File: src/design/gdc_pkg.sv
// Shared types, constants and calendar tables for the Gregorian date calculator.
// No dependencies; used by gdc_date_eval and gregorian_date_calculator_core.
package gdc_pkg;

  localparam logic [13:0] MaxYear   = 14'd9999;
  localparam logic [3:0]  MonthJan  = 4'd1;
  localparam logic [3:0]  MonthFeb  = 4'd2;
  localparam logic [3:0]  MonthDec  = 4'd12;
  localparam logic [4:0]  DaysDec   = 5'd31;
  localparam logic [13:0] Recip100  = 14'd5243;   // 2^19 / 100, rounded up
  localparam int          Recip100Sh = 19;
  localparam logic [8:0]  Recip7    = 9'd293;     // 2^11 / 7, rounded up
  localparam int          Recip7Sh  = 11;

  typedef struct packed {
    logic        valid;
    logic        leap;
    logic [4:0]  dim;
    logic [8:0]  doy;
    logic [21:0] day_num;
  } date_info_t;

  function automatic logic [4:0] month_days(input logic [3:0] m, input logic leap);
    logic [4:0] n;
    unique case (m)
      4'd1, 4'd3, 4'd5, 4'd7, 4'd8, 4'd10, 4'd12: n = 5'd31;
      4'd4, 4'd6, 4'd9, 4'd11:                    n = 5'd30;
      4'd2:                                       n = leap ? 5'd29 : 5'd28;
      default:                                    n = 5'd0;
    endcase
    return n;
  endfunction

  function automatic logic [8:0] month_start(input logic [3:0] m);
    logic [8:0] s;
    unique case (m)
      4'd1:    s = 9'd0;
      4'd2:    s = 9'd31;
      4'd3:    s = 9'd59;
      4'd4:    s = 9'd90;
      4'd5:    s = 9'd120;
      4'd6:    s = 9'd151;
      4'd7:    s = 9'd181;
      4'd8:    s = 9'd212;
      4'd9:    s = 9'd243;
      4'd10:   s = 9'd273;
      4'd11:   s = 9'd304;
      4'd12:   s = 9'd334;
      default: s = 9'd0;
    endcase
    return s;
  endfunction

endpackage

File: src/design/gdc_date_eval.sv
// Per-date evaluation: validity, leap year, month length, day of year, day number.
// Depends on gdc_pkg.
module gdc_date_eval (
  input  logic [4:0]          day,
  input  logic [3:0]          month,
  input  logic [13:0]         year,
  output gdc_pkg::date_info_t info
);
  import gdc_pkg::*;

  logic [26:0] q_prod;
  logic [7:0]  q100;
  logic [13:0] q100_x100;
  logic        div100;
  logic        div400;
  logic        leap;
  logic [4:0]  dim;
  logic [8:0]  doy;
  logic [22:0] prior_days;
  logic [22:0] ceil4;
  logic [22:0] ceil100;
  logic [22:0] ceil400;
  logic [22:0] num;

  assign q_prod    = 27'(year) * 27'(Recip100);
  assign q100      = q_prod[Recip100Sh +: 8];
  assign q100_x100 = 14'(q100) * 14'd100;
  assign div100    = (q100_x100 == year);
  assign div400    = div100 && (q100[1:0] == 2'd0);
  assign leap      = ((year[1:0] == 2'd0) && !div100) || div400;

  assign dim = month_days(month, leap);
  assign doy = month_start(month) + 9'(day)
             + 9'((month > MonthFeb) && leap);

  assign ceil4      = 23'((15'(year) + 15'd3) >> 2);
  assign ceil100    = 23'(q100) + 23'(!div100);
  assign ceil400    = 23'(q100[7:2]) + 23'(!div400);
  assign prior_days = 23'(year) * 23'd365 + ceil4 - ceil100 + ceil400;
  assign num        = prior_days + 23'(doy);

  assign info.valid   = (year <= MaxYear) && (month >= MonthJan) && (month <= MonthDec)
                      && (day != 5'd0) && (day <= dim);
  assign info.leap    = leap;
  assign info.dim     = dim;
  assign info.doy     = doy;
  assign info.day_num = num[21:0];

endmodule

File: src/design/gregorian_date_calculator_core.sv
// Top level of the Gregorian date calculator: input stage, result stage, handshake.
// Depends on gdc_pkg and gdc_date_eval.
//
// Each transfer carries two dates; one result follows for each. An accepted item
// is held in an input register, evaluated by one pass of combinational logic (two
// date evaluators, next/previous day, week of year, day difference) and captured
// in the result register, and a new item is taken
// every cycle while the result side keeps up. in_ready falls only when both
// stages are full and out_ready is low. Year 0 counts as leap; valid years are
// 0 to 9999. Invalid dates give step_ok 0, 1 January year 0 as neighbors, week 0
// and a zero difference.
module gregorian_date_calculator_core (
  input  logic        clk,
  input  logic        rst_n,
  input  logic        in_valid,
  output logic        in_ready,
  input  logic [4:0]  in_day,
  input  logic [3:0]  in_month,
  input  logic [13:0] in_year,
  input  logic [4:0]  in_other_day,
  input  logic [3:0]  in_other_month,
  input  logic [13:0] in_other_year,
  output logic        out_valid,
  input  logic        out_ready,
  output logic        out_date_valid,
  output logic        out_other_valid,
  output logic        out_leap_year,
  output logic [4:0]  out_next_day,
  output logic [3:0]  out_next_month,
  output logic [13:0] out_next_year,
  output logic [4:0]  out_prev_day,
  output logic [3:0]  out_prev_month,
  output logic [13:0] out_prev_year,
  output logic        out_step_ok,
  output logic [21:0] out_day_difference,
  output logic [5:0]  out_week_of_year
);
  import gdc_pkg::*;

  logic        s1_valid_r;
  logic [4:0]  day_r;
  logic [3:0]  month_r;
  logic [13:0] year_r;
  logic [4:0]  oday_r;
  logic [3:0]  omonth_r;
  logic [13:0] oyear_r;

  logic        out_valid_r;
  logic        date_valid_r, other_valid_r, leap_r, step_ok_r;
  logic [4:0]  next_day_r, prev_day_r;
  logic [3:0]  next_month_r, prev_month_r;
  logic [13:0] next_year_r, prev_year_r;
  logic [21:0] diff_r;
  logic [5:0]  week_r;

  date_info_t  a_info, b_info;
  logic        s2_take;
  logic        s1_take;

  logic        date_valid_nxt, other_valid_nxt, leap_nxt, step_ok_nxt;
  logic [4:0]  next_day_nxt, prev_day_nxt;
  logic [3:0]  next_month_nxt, prev_month_nxt;
  logic [13:0] next_year_nxt, prev_year_nxt;
  logic [21:0] diff_nxt;
  logic [5:0]  week_nxt;
  logic [17:0] week_prod;

  assign s2_take  = !out_valid_r || out_ready;
  assign in_ready = !s1_valid_r || s2_take;
  assign s1_take  = in_valid && in_ready;

  gdc_date_eval u_eval_a (
    .day   (day_r),
    .month (month_r),
    .year  (year_r),
    .info  (a_info)
  );

  gdc_date_eval u_eval_b (
    .day   (oday_r),
    .month (omonth_r),
    .year  (oyear_r),
    .info  (b_info)
  );

  assign week_prod = 18'(a_info.doy) * 18'(Recip7);

  always_comb begin
    date_valid_nxt  = a_info.valid;
    other_valid_nxt = b_info.valid;
    leap_nxt        = a_info.leap;
    step_ok_nxt     = a_info.valid;
    next_day_nxt    = 5'd1;
    next_month_nxt  = MonthJan;
    next_year_nxt   = 14'd0;
    prev_day_nxt    = 5'd1;
    prev_month_nxt  = MonthJan;
    prev_year_nxt   = 14'd0;
    week_nxt        = 6'd0;
    diff_nxt        = 22'd0;
    if (a_info.valid) begin
      priority if (day_r < a_info.dim) begin
        next_day_nxt   = day_r + 5'd1;
        next_month_nxt = month_r;
        next_year_nxt  = year_r;
      end else if (month_r < MonthDec) begin
        next_month_nxt = month_r + 4'd1;
        next_year_nxt  = year_r;
      end else if (year_r < MaxYear) begin
        next_year_nxt  = year_r + 14'd1;
      end else begin
        step_ok_nxt    = 1'b0;
      end

      priority if (day_r > 5'd1) begin
        prev_day_nxt   = day_r - 5'd1;
        prev_month_nxt = month_r;
        prev_year_nxt  = year_r;
      end else if (month_r > MonthJan) begin
        prev_month_nxt = month_r - 4'd1;
        prev_day_nxt   = month_days(month_r - 4'd1, a_info.leap);
        prev_year_nxt  = year_r;
      end else if (year_r > 14'd0) begin
        prev_day_nxt   = DaysDec;
        prev_month_nxt = MonthDec;
        prev_year_nxt  = year_r - 14'd1;
      end else begin
        step_ok_nxt    = 1'b0;
      end

      week_nxt = 6'(week_prod >> Recip7Sh) + 6'd1;
    end
    if (a_info.valid && b_info.valid) begin
      diff_nxt = (a_info.day_num >= b_info.day_num) ? a_info.day_num - b_info.day_num
                                                    : b_info.day_num - a_info.day_num;
    end
  end

  always_ff @(posedge clk) begin
    if (!rst_n) begin
      s1_valid_r  <= 1'b0;
      out_valid_r <= 1'b0;
    end else begin
      if (in_ready) begin
        s1_valid_r <= in_valid;
      end
      if (s2_take) begin
        out_valid_r <= s1_valid_r;
      end
    end
  end

  always_ff @(posedge clk) begin
    if (s1_take) begin
      day_r    <= in_day;
      month_r  <= in_month;
      year_r   <= in_year;
      oday_r   <= in_other_day;
      omonth_r <= in_other_month;
      oyear_r  <= in_other_year;
    end
    if (s2_take && s1_valid_r) begin
      date_valid_r  <= date_valid_nxt;
      other_valid_r <= other_valid_nxt;
      leap_r        <= leap_nxt;
      step_ok_r     <= step_ok_nxt;
      next_day_r    <= next_day_nxt;
      next_month_r  <= next_month_nxt;
      next_year_r   <= next_year_nxt;
      prev_day_r    <= prev_day_nxt;
      prev_month_r  <= prev_month_nxt;
      prev_year_r   <= prev_year_nxt;
      diff_r        <= diff_nxt;
      week_r        <= week_nxt;
    end
  end

  assign out_valid          = out_valid_r;
  assign out_date_valid     = date_valid_r;
  assign out_other_valid    = other_valid_r;
  assign out_leap_year      = leap_r;
  assign out_next_day       = next_day_r;
  assign out_next_month     = next_month_r;
  assign out_next_year      = next_year_r;
  assign out_prev_day       = prev_day_r;
  assign out_prev_month     = prev_month_r;
  assign out_prev_year      = prev_year_r;
  assign out_step_ok        = step_ok_r;
  assign out_day_difference = diff_r;
  assign out_week_of_year   = week_r;

endmodule
File: config.mk
export PLATFORM = sky130hd
export DESIGN_NAME = gregorian_date_calculator_core
export DESIGN_NICKNAME = d
export VERILOG_FILES = /design/src/design/gdc_pkg.sv /design/src/design/gdc_date_eval.sv /design/src/design/gregorian_date_calculator_core.sv
export SDC_FILE = /design/constraint.sdc
export NUM_CORES = 1
export LEC_CHECK = 0
export ABC_CLOCK_PERIOD_IN_PS = 17040
export BUFFER_PORTS_ARGS = -buffer_cell sky130_fd_sc_hd__buf_2
export CAP_MARGIN = 30
export CORE_MARGIN = 4
export CORE_UTILIZATION = 45
export CTS_CLUSTER_DIAMETER = 80
export DETAILED_ROUTE_END_ITERATION = 10
export GPL_TIMING_DRIVEN = 0
export SETUP_SLACK_MARGIN = 0.1
export SLEW_MARGIN = 20
export SYNTH_ARGS = -nofsm -noshare
export SYNTH_HDL_FRONTEND = slang
export SYNTH_SLANG_ARGS = --single-unit
File: constraint.sdc
create_clock -name clk -period 17.04 [get_ports clk]
set_clock_uncertainty 0.15 [all_clocks]
set_input_delay 3.408 -clock clk [delete_from_list [all_inputs] [get_ports clk]]
set_output_delay 3.408 -clock clk [all_outputs]
set_load 0.005 [all_outputs]
==> results list <==
- Final Net Count: 4022
* Maximum number of pins on one net before global-route repair: 41
* Floorplan row count: 89
* Total routed wirelength: between 70000 and 80000 µm
* Cells after Synth: 2804
* Pre-Repair DR Iteration Count: 7
- Type of origin of the critical path: flop
- The max-slew violation total from the final report came to 0.
- Post-route design area: around 0.032 mm²
* EDFF count, synth: 124
- Post-Place Cells: 3712
* TritonCTS buffer count: 17
* DRC marker count from the first detailed-route iteration: 1127
* Synth area leaders: sky130_fd_sc_hd__ha_1, sky130_fd_sc_hd__fa_1, sky130_fd_sc_hd__edfxtp_1, sky130_fd_sc_hd__inv_1, sky130_fd_sc_hd__xnor2_1
* Violated checks: negative setup slack
- At the worst endpoint, the arrival time is 17.23 ns.
* Average cell area after synthesis: 9.69 µm²
* Clock root buffer master: sky130_fd_sc_hd__clkbuf_16
* Endpoints failing hold: 0
- Sequential cells were found to cover ~15% of the synthesized design area.
* Most area-hungry cell type in the Yosys netlist: sky130_fd_sc_hd__ha_1
- Unique cell type count in the Yosys netlist: 77
- On the final layout, the worst hold slack is approximately 0.4 ns.
- After layout, the minimum clock period comes to around 17 ns.
* Buf/Inv on CP: 19
- After layout, the worst setup slack is -0.0592 ns.
- Setup repair after global routing could not meet its margin everywhere.
- The die is around 250 µm tall.
- Starting Density: 45.8%
- Final-report setup violation count: 1
- After detailed routing, the number of vias per cell comes to 5.32.
- Along the worst path, the maximum fanout reaches 5.
- Among cell families on the critical path, the largest total delay comes from adder cells.
- Maximum clock frequency: 0.0585 GHz
- Clock insertion delay at the later pin of the skew report: between 0.5 and 0.6 ns
* Relative slew margins: 40.0%
- Nets in the synthesized netlist: 3736
- The congestion estimate from routability-driven global placement came to a little under 1.
- Synth Cell Area: 0.0272 mm²
- STA classifies the critical path endpoint as a flop.
- Post-cts hold buffer count: 0
* Final antenna-violating net count: 0
* Placeable Area: 0.0594 mm²
* Worst min-delay path category: flop to flop
- After detailed routing, the average wire length per cell comes to roughly 19 µm.
- Least-Margin Pin Slew: 0.890 ns
- The first global-routing pass estimated 116000 µm of wire.
- In the synthesized netlist the dominant register cell turns out to be sky130_fd_sc_hd__edfxtp_1.
- Status: finished, violations left
* DIE AREA: 0.0644 mm²
* Required time reported for the critical path endpoint: 17.17 ns
* Clk slew on worst S/H paths: about 0.070 ns
- Summed over all layers, the global routing overflow is 0.
- Antenna violations before repair: 0
- Count of input and output buffers: 129
* Worst Path Class, Setup: flop to flop
* Total via count after detailed routing: 20600
- H-Tree Level Count: 4
* Ports placed on the boundary: 130
* Global routing usage summed across all routing layers: 23.3%
- Area growth from synthesis to layout: 16.8%
- In this run, synthesis produced a sequential element count of 144.
- Once placement finished, the instance area stood at between 0.02 and 0.03 mm².
- Remaining routing DRC violations: 0
- Maximum clock path buffer count: 2
- Final clock period utilization by the worst path: 100%
* CP max-delay cell: sky130_fd_sc_hd__fa_2
- # Max-Cap Violations: 0
- Via count of the first global-routing pass: 21200
- In the final layout, the share of cells above drive strength 1 is 15.5%.
* Delay of the slowest critical-path stage: 0.61 ns
* Final Non-Filler Cells: a little under 4000
- CTS sink count: around 140
- Clock tree from TritonCTS: built
* Count of yosys warnings during synthesis: 0
- Post-DP HPWL: around 60000 µm
* Async set or reset register ratio after synthesis: 0%
* Die boundary width: 254 µm
* Share of the synthesized area in the top cell type: between 20 and 30%
cell families (layout without fill, tap and decap cells):
kind of cell | Yosys count | after routing | synth area share (%)
AND/OR/NAND/NOR | 468 | 468 | 8.36
adder cells (fa/ha/maj) | 883 | 883 | 49.6
flip-flops | 144 | 144 | 15.2
buffers and inverters | 661 | 960 | 9.13
multiplexers | 26 | 26 | 0.980
other | 0 | 1 | 0
XOR/XNOR | 213 | 213 | 6.91
AO/OA/AOI/OAI | 409 | 409 | 9.83
final timing paths:
kind	start	to	slack [ns]	cells past startpoint
max	year_r[5]	out_day_difference[21]	-0.06	73
min	s1_valid_r	out_valid	0.40	1
max reg2reg	year_r[5]	out_day_difference[21]	-0.06	73
min reg2reg	s1_valid_r	out_valid	0.40	1
metrics by stage:
step	util (%)	setup TNS (ns)	setup WS, ns
floorplan	-	0	0.100
global placement	48.6	-68.32	-3.63
detailed placement	48.8	-65.23	-3.42
CTS	51.4	-3.54	-0.382
global route	53.5	-11.45	-0.724
finish	53.5	-0.0592	-0.0592
Yosys cell counts (8+ instances only):
cell / instances
sky130_fd_sc_hd__o21a_1: 27
sky130_fd_sc_hd__and3_1: 17
sky130_fd_sc_hd__and2_1: 16
sky130_fd_sc_hd__xnor2_1: 157
sky130_fd_sc_hd__o31ai_1: 12
sky130_fd_sc_hd__ha_1: 557
sky130_fd_sc_hd__a21o_1: 50
sky130_fd_sc_hd__a211o_1: 10
sky130_fd_sc_hd__nand2_1: 108
sky130_fd_sc_hd__clkbuf_1: 34
sky130_fd_sc_hd__a31oi_1: 8
sky130_fd_sc_hd__mux2i_1: 21
sky130_fd_sc_hd__or3_1: 11
sky130_fd_sc_hd__o21ai_1: 18
sky130_fd_sc_hd__nand4_1: 24
sky130_fd_sc_hd__o21bai_1: 17
sky130_fd_sc_hd__or2_2: 8
sky130_fd_sc_hd__a211oi_1: 16
sky130_fd_sc_hd__fa_1: 325
sky130_fd_sc_hd__inv_1: 622
sky130_fd_sc_hd__edfxtp_1: 124
sky130_fd_sc_hd__nor3_1: 33
sky130_fd_sc_hd__nor2_1: 128
sky130_fd_sc_hd__dfxtp_1: 20
sky130_fd_sc_hd__xor2_1: 55
sky130_fd_sc_hd__and4_1: 8
sky130_fd_sc_hd__o21ai_0: 64
sky130_fd_sc_hd__o211ai_1: 15
sky130_fd_sc_hd__nand3_1: 59
sky130_fd_sc_hd__nor2b_1: 24
sky130_fd_sc_hd__a21oi_1: 114
cell usage in the layout, fill, tap and decap left out, types with 19 or more instances in the layout:
cell / Yosys / routed
sky130_fd_sc_hd__inv_1: 622 / 603
sky130_fd_sc_hd__ha_1: 557 / 533
sky130_fd_sc_hd__fa_1: 325 / 321
sky130_fd_sc_hd__xnor2_1: 157 / 140
sky130_fd_sc_hd__buf_2: 1 / 129
sky130_fd_sc_hd__nor2_1: 128 / 124
sky130_fd_sc_hd__edfxtp_1: 124 / 124
sky130_fd_sc_hd__buf_4: 0 / 124
sky130_fd_sc_hd__nand2_1: 108 / 105
sky130_fd_sc_hd__a21oi_1: 114 / 101
sky130_fd_sc_hd__nand3_1: 59 / 59
sky130_fd_sc_hd__o21ai_0: 64 / 58
sky130_fd_sc_hd__xor2_1: 55 / 52
sky130_fd_sc_hd__a21o_1: 50 / 50
sky130_fd_sc_hd__clkbuf_1: 34 / 27
sky130_fd_sc_hd__nor3_1: 33 / 26
sky130_fd_sc_hd__o21a_1: 27 / 26
sky130_fd_sc_hd__nand4_1: 24 / 24
sky130_fd_sc_hd__nor2b_1: 24 / 21
sky130_fd_sc_hd__dfxtp_1: 20 / 20
sky130_fd_sc_hd__o21ai_1: 18 / 19
sky130_fd_sc_hd__ha_4: 0 / 19
routing by layer:
metal	wire length (µm)	track usage, %
met1	34300	33.3
met2	34600	37.7
met3	3990	3.39
met4	1380	5.41
met5	0	0
cell type report:
| type | count | area (µm²) |
|---|---|---|
| plain buffers | 31 | 174 |
| fillers | 5397 | 27600 |
| diodes | 1 | 2.50 |
| well taps | 773 | 967 |
| inverters | 626 | 2380 |
| flip-flops and latches | 144 | 4120 |
| multi-input cells | 1999 | 21600 |
| clock inverters | 12 | 149 |
| clock buffers | 20 | 447 |
| repair buffers | 271 | 1880 |
what timing repair did:
item	in CTS	in global routing
setup buffers	65	68
endpoints found under the setup margin	22	21
cloned	0	1
resized for setup	76	134
pin swaps	26	95
Power is not shown: default switching activity piles up to over one toggle a cycle in this logic, so the estimate is an artifact.
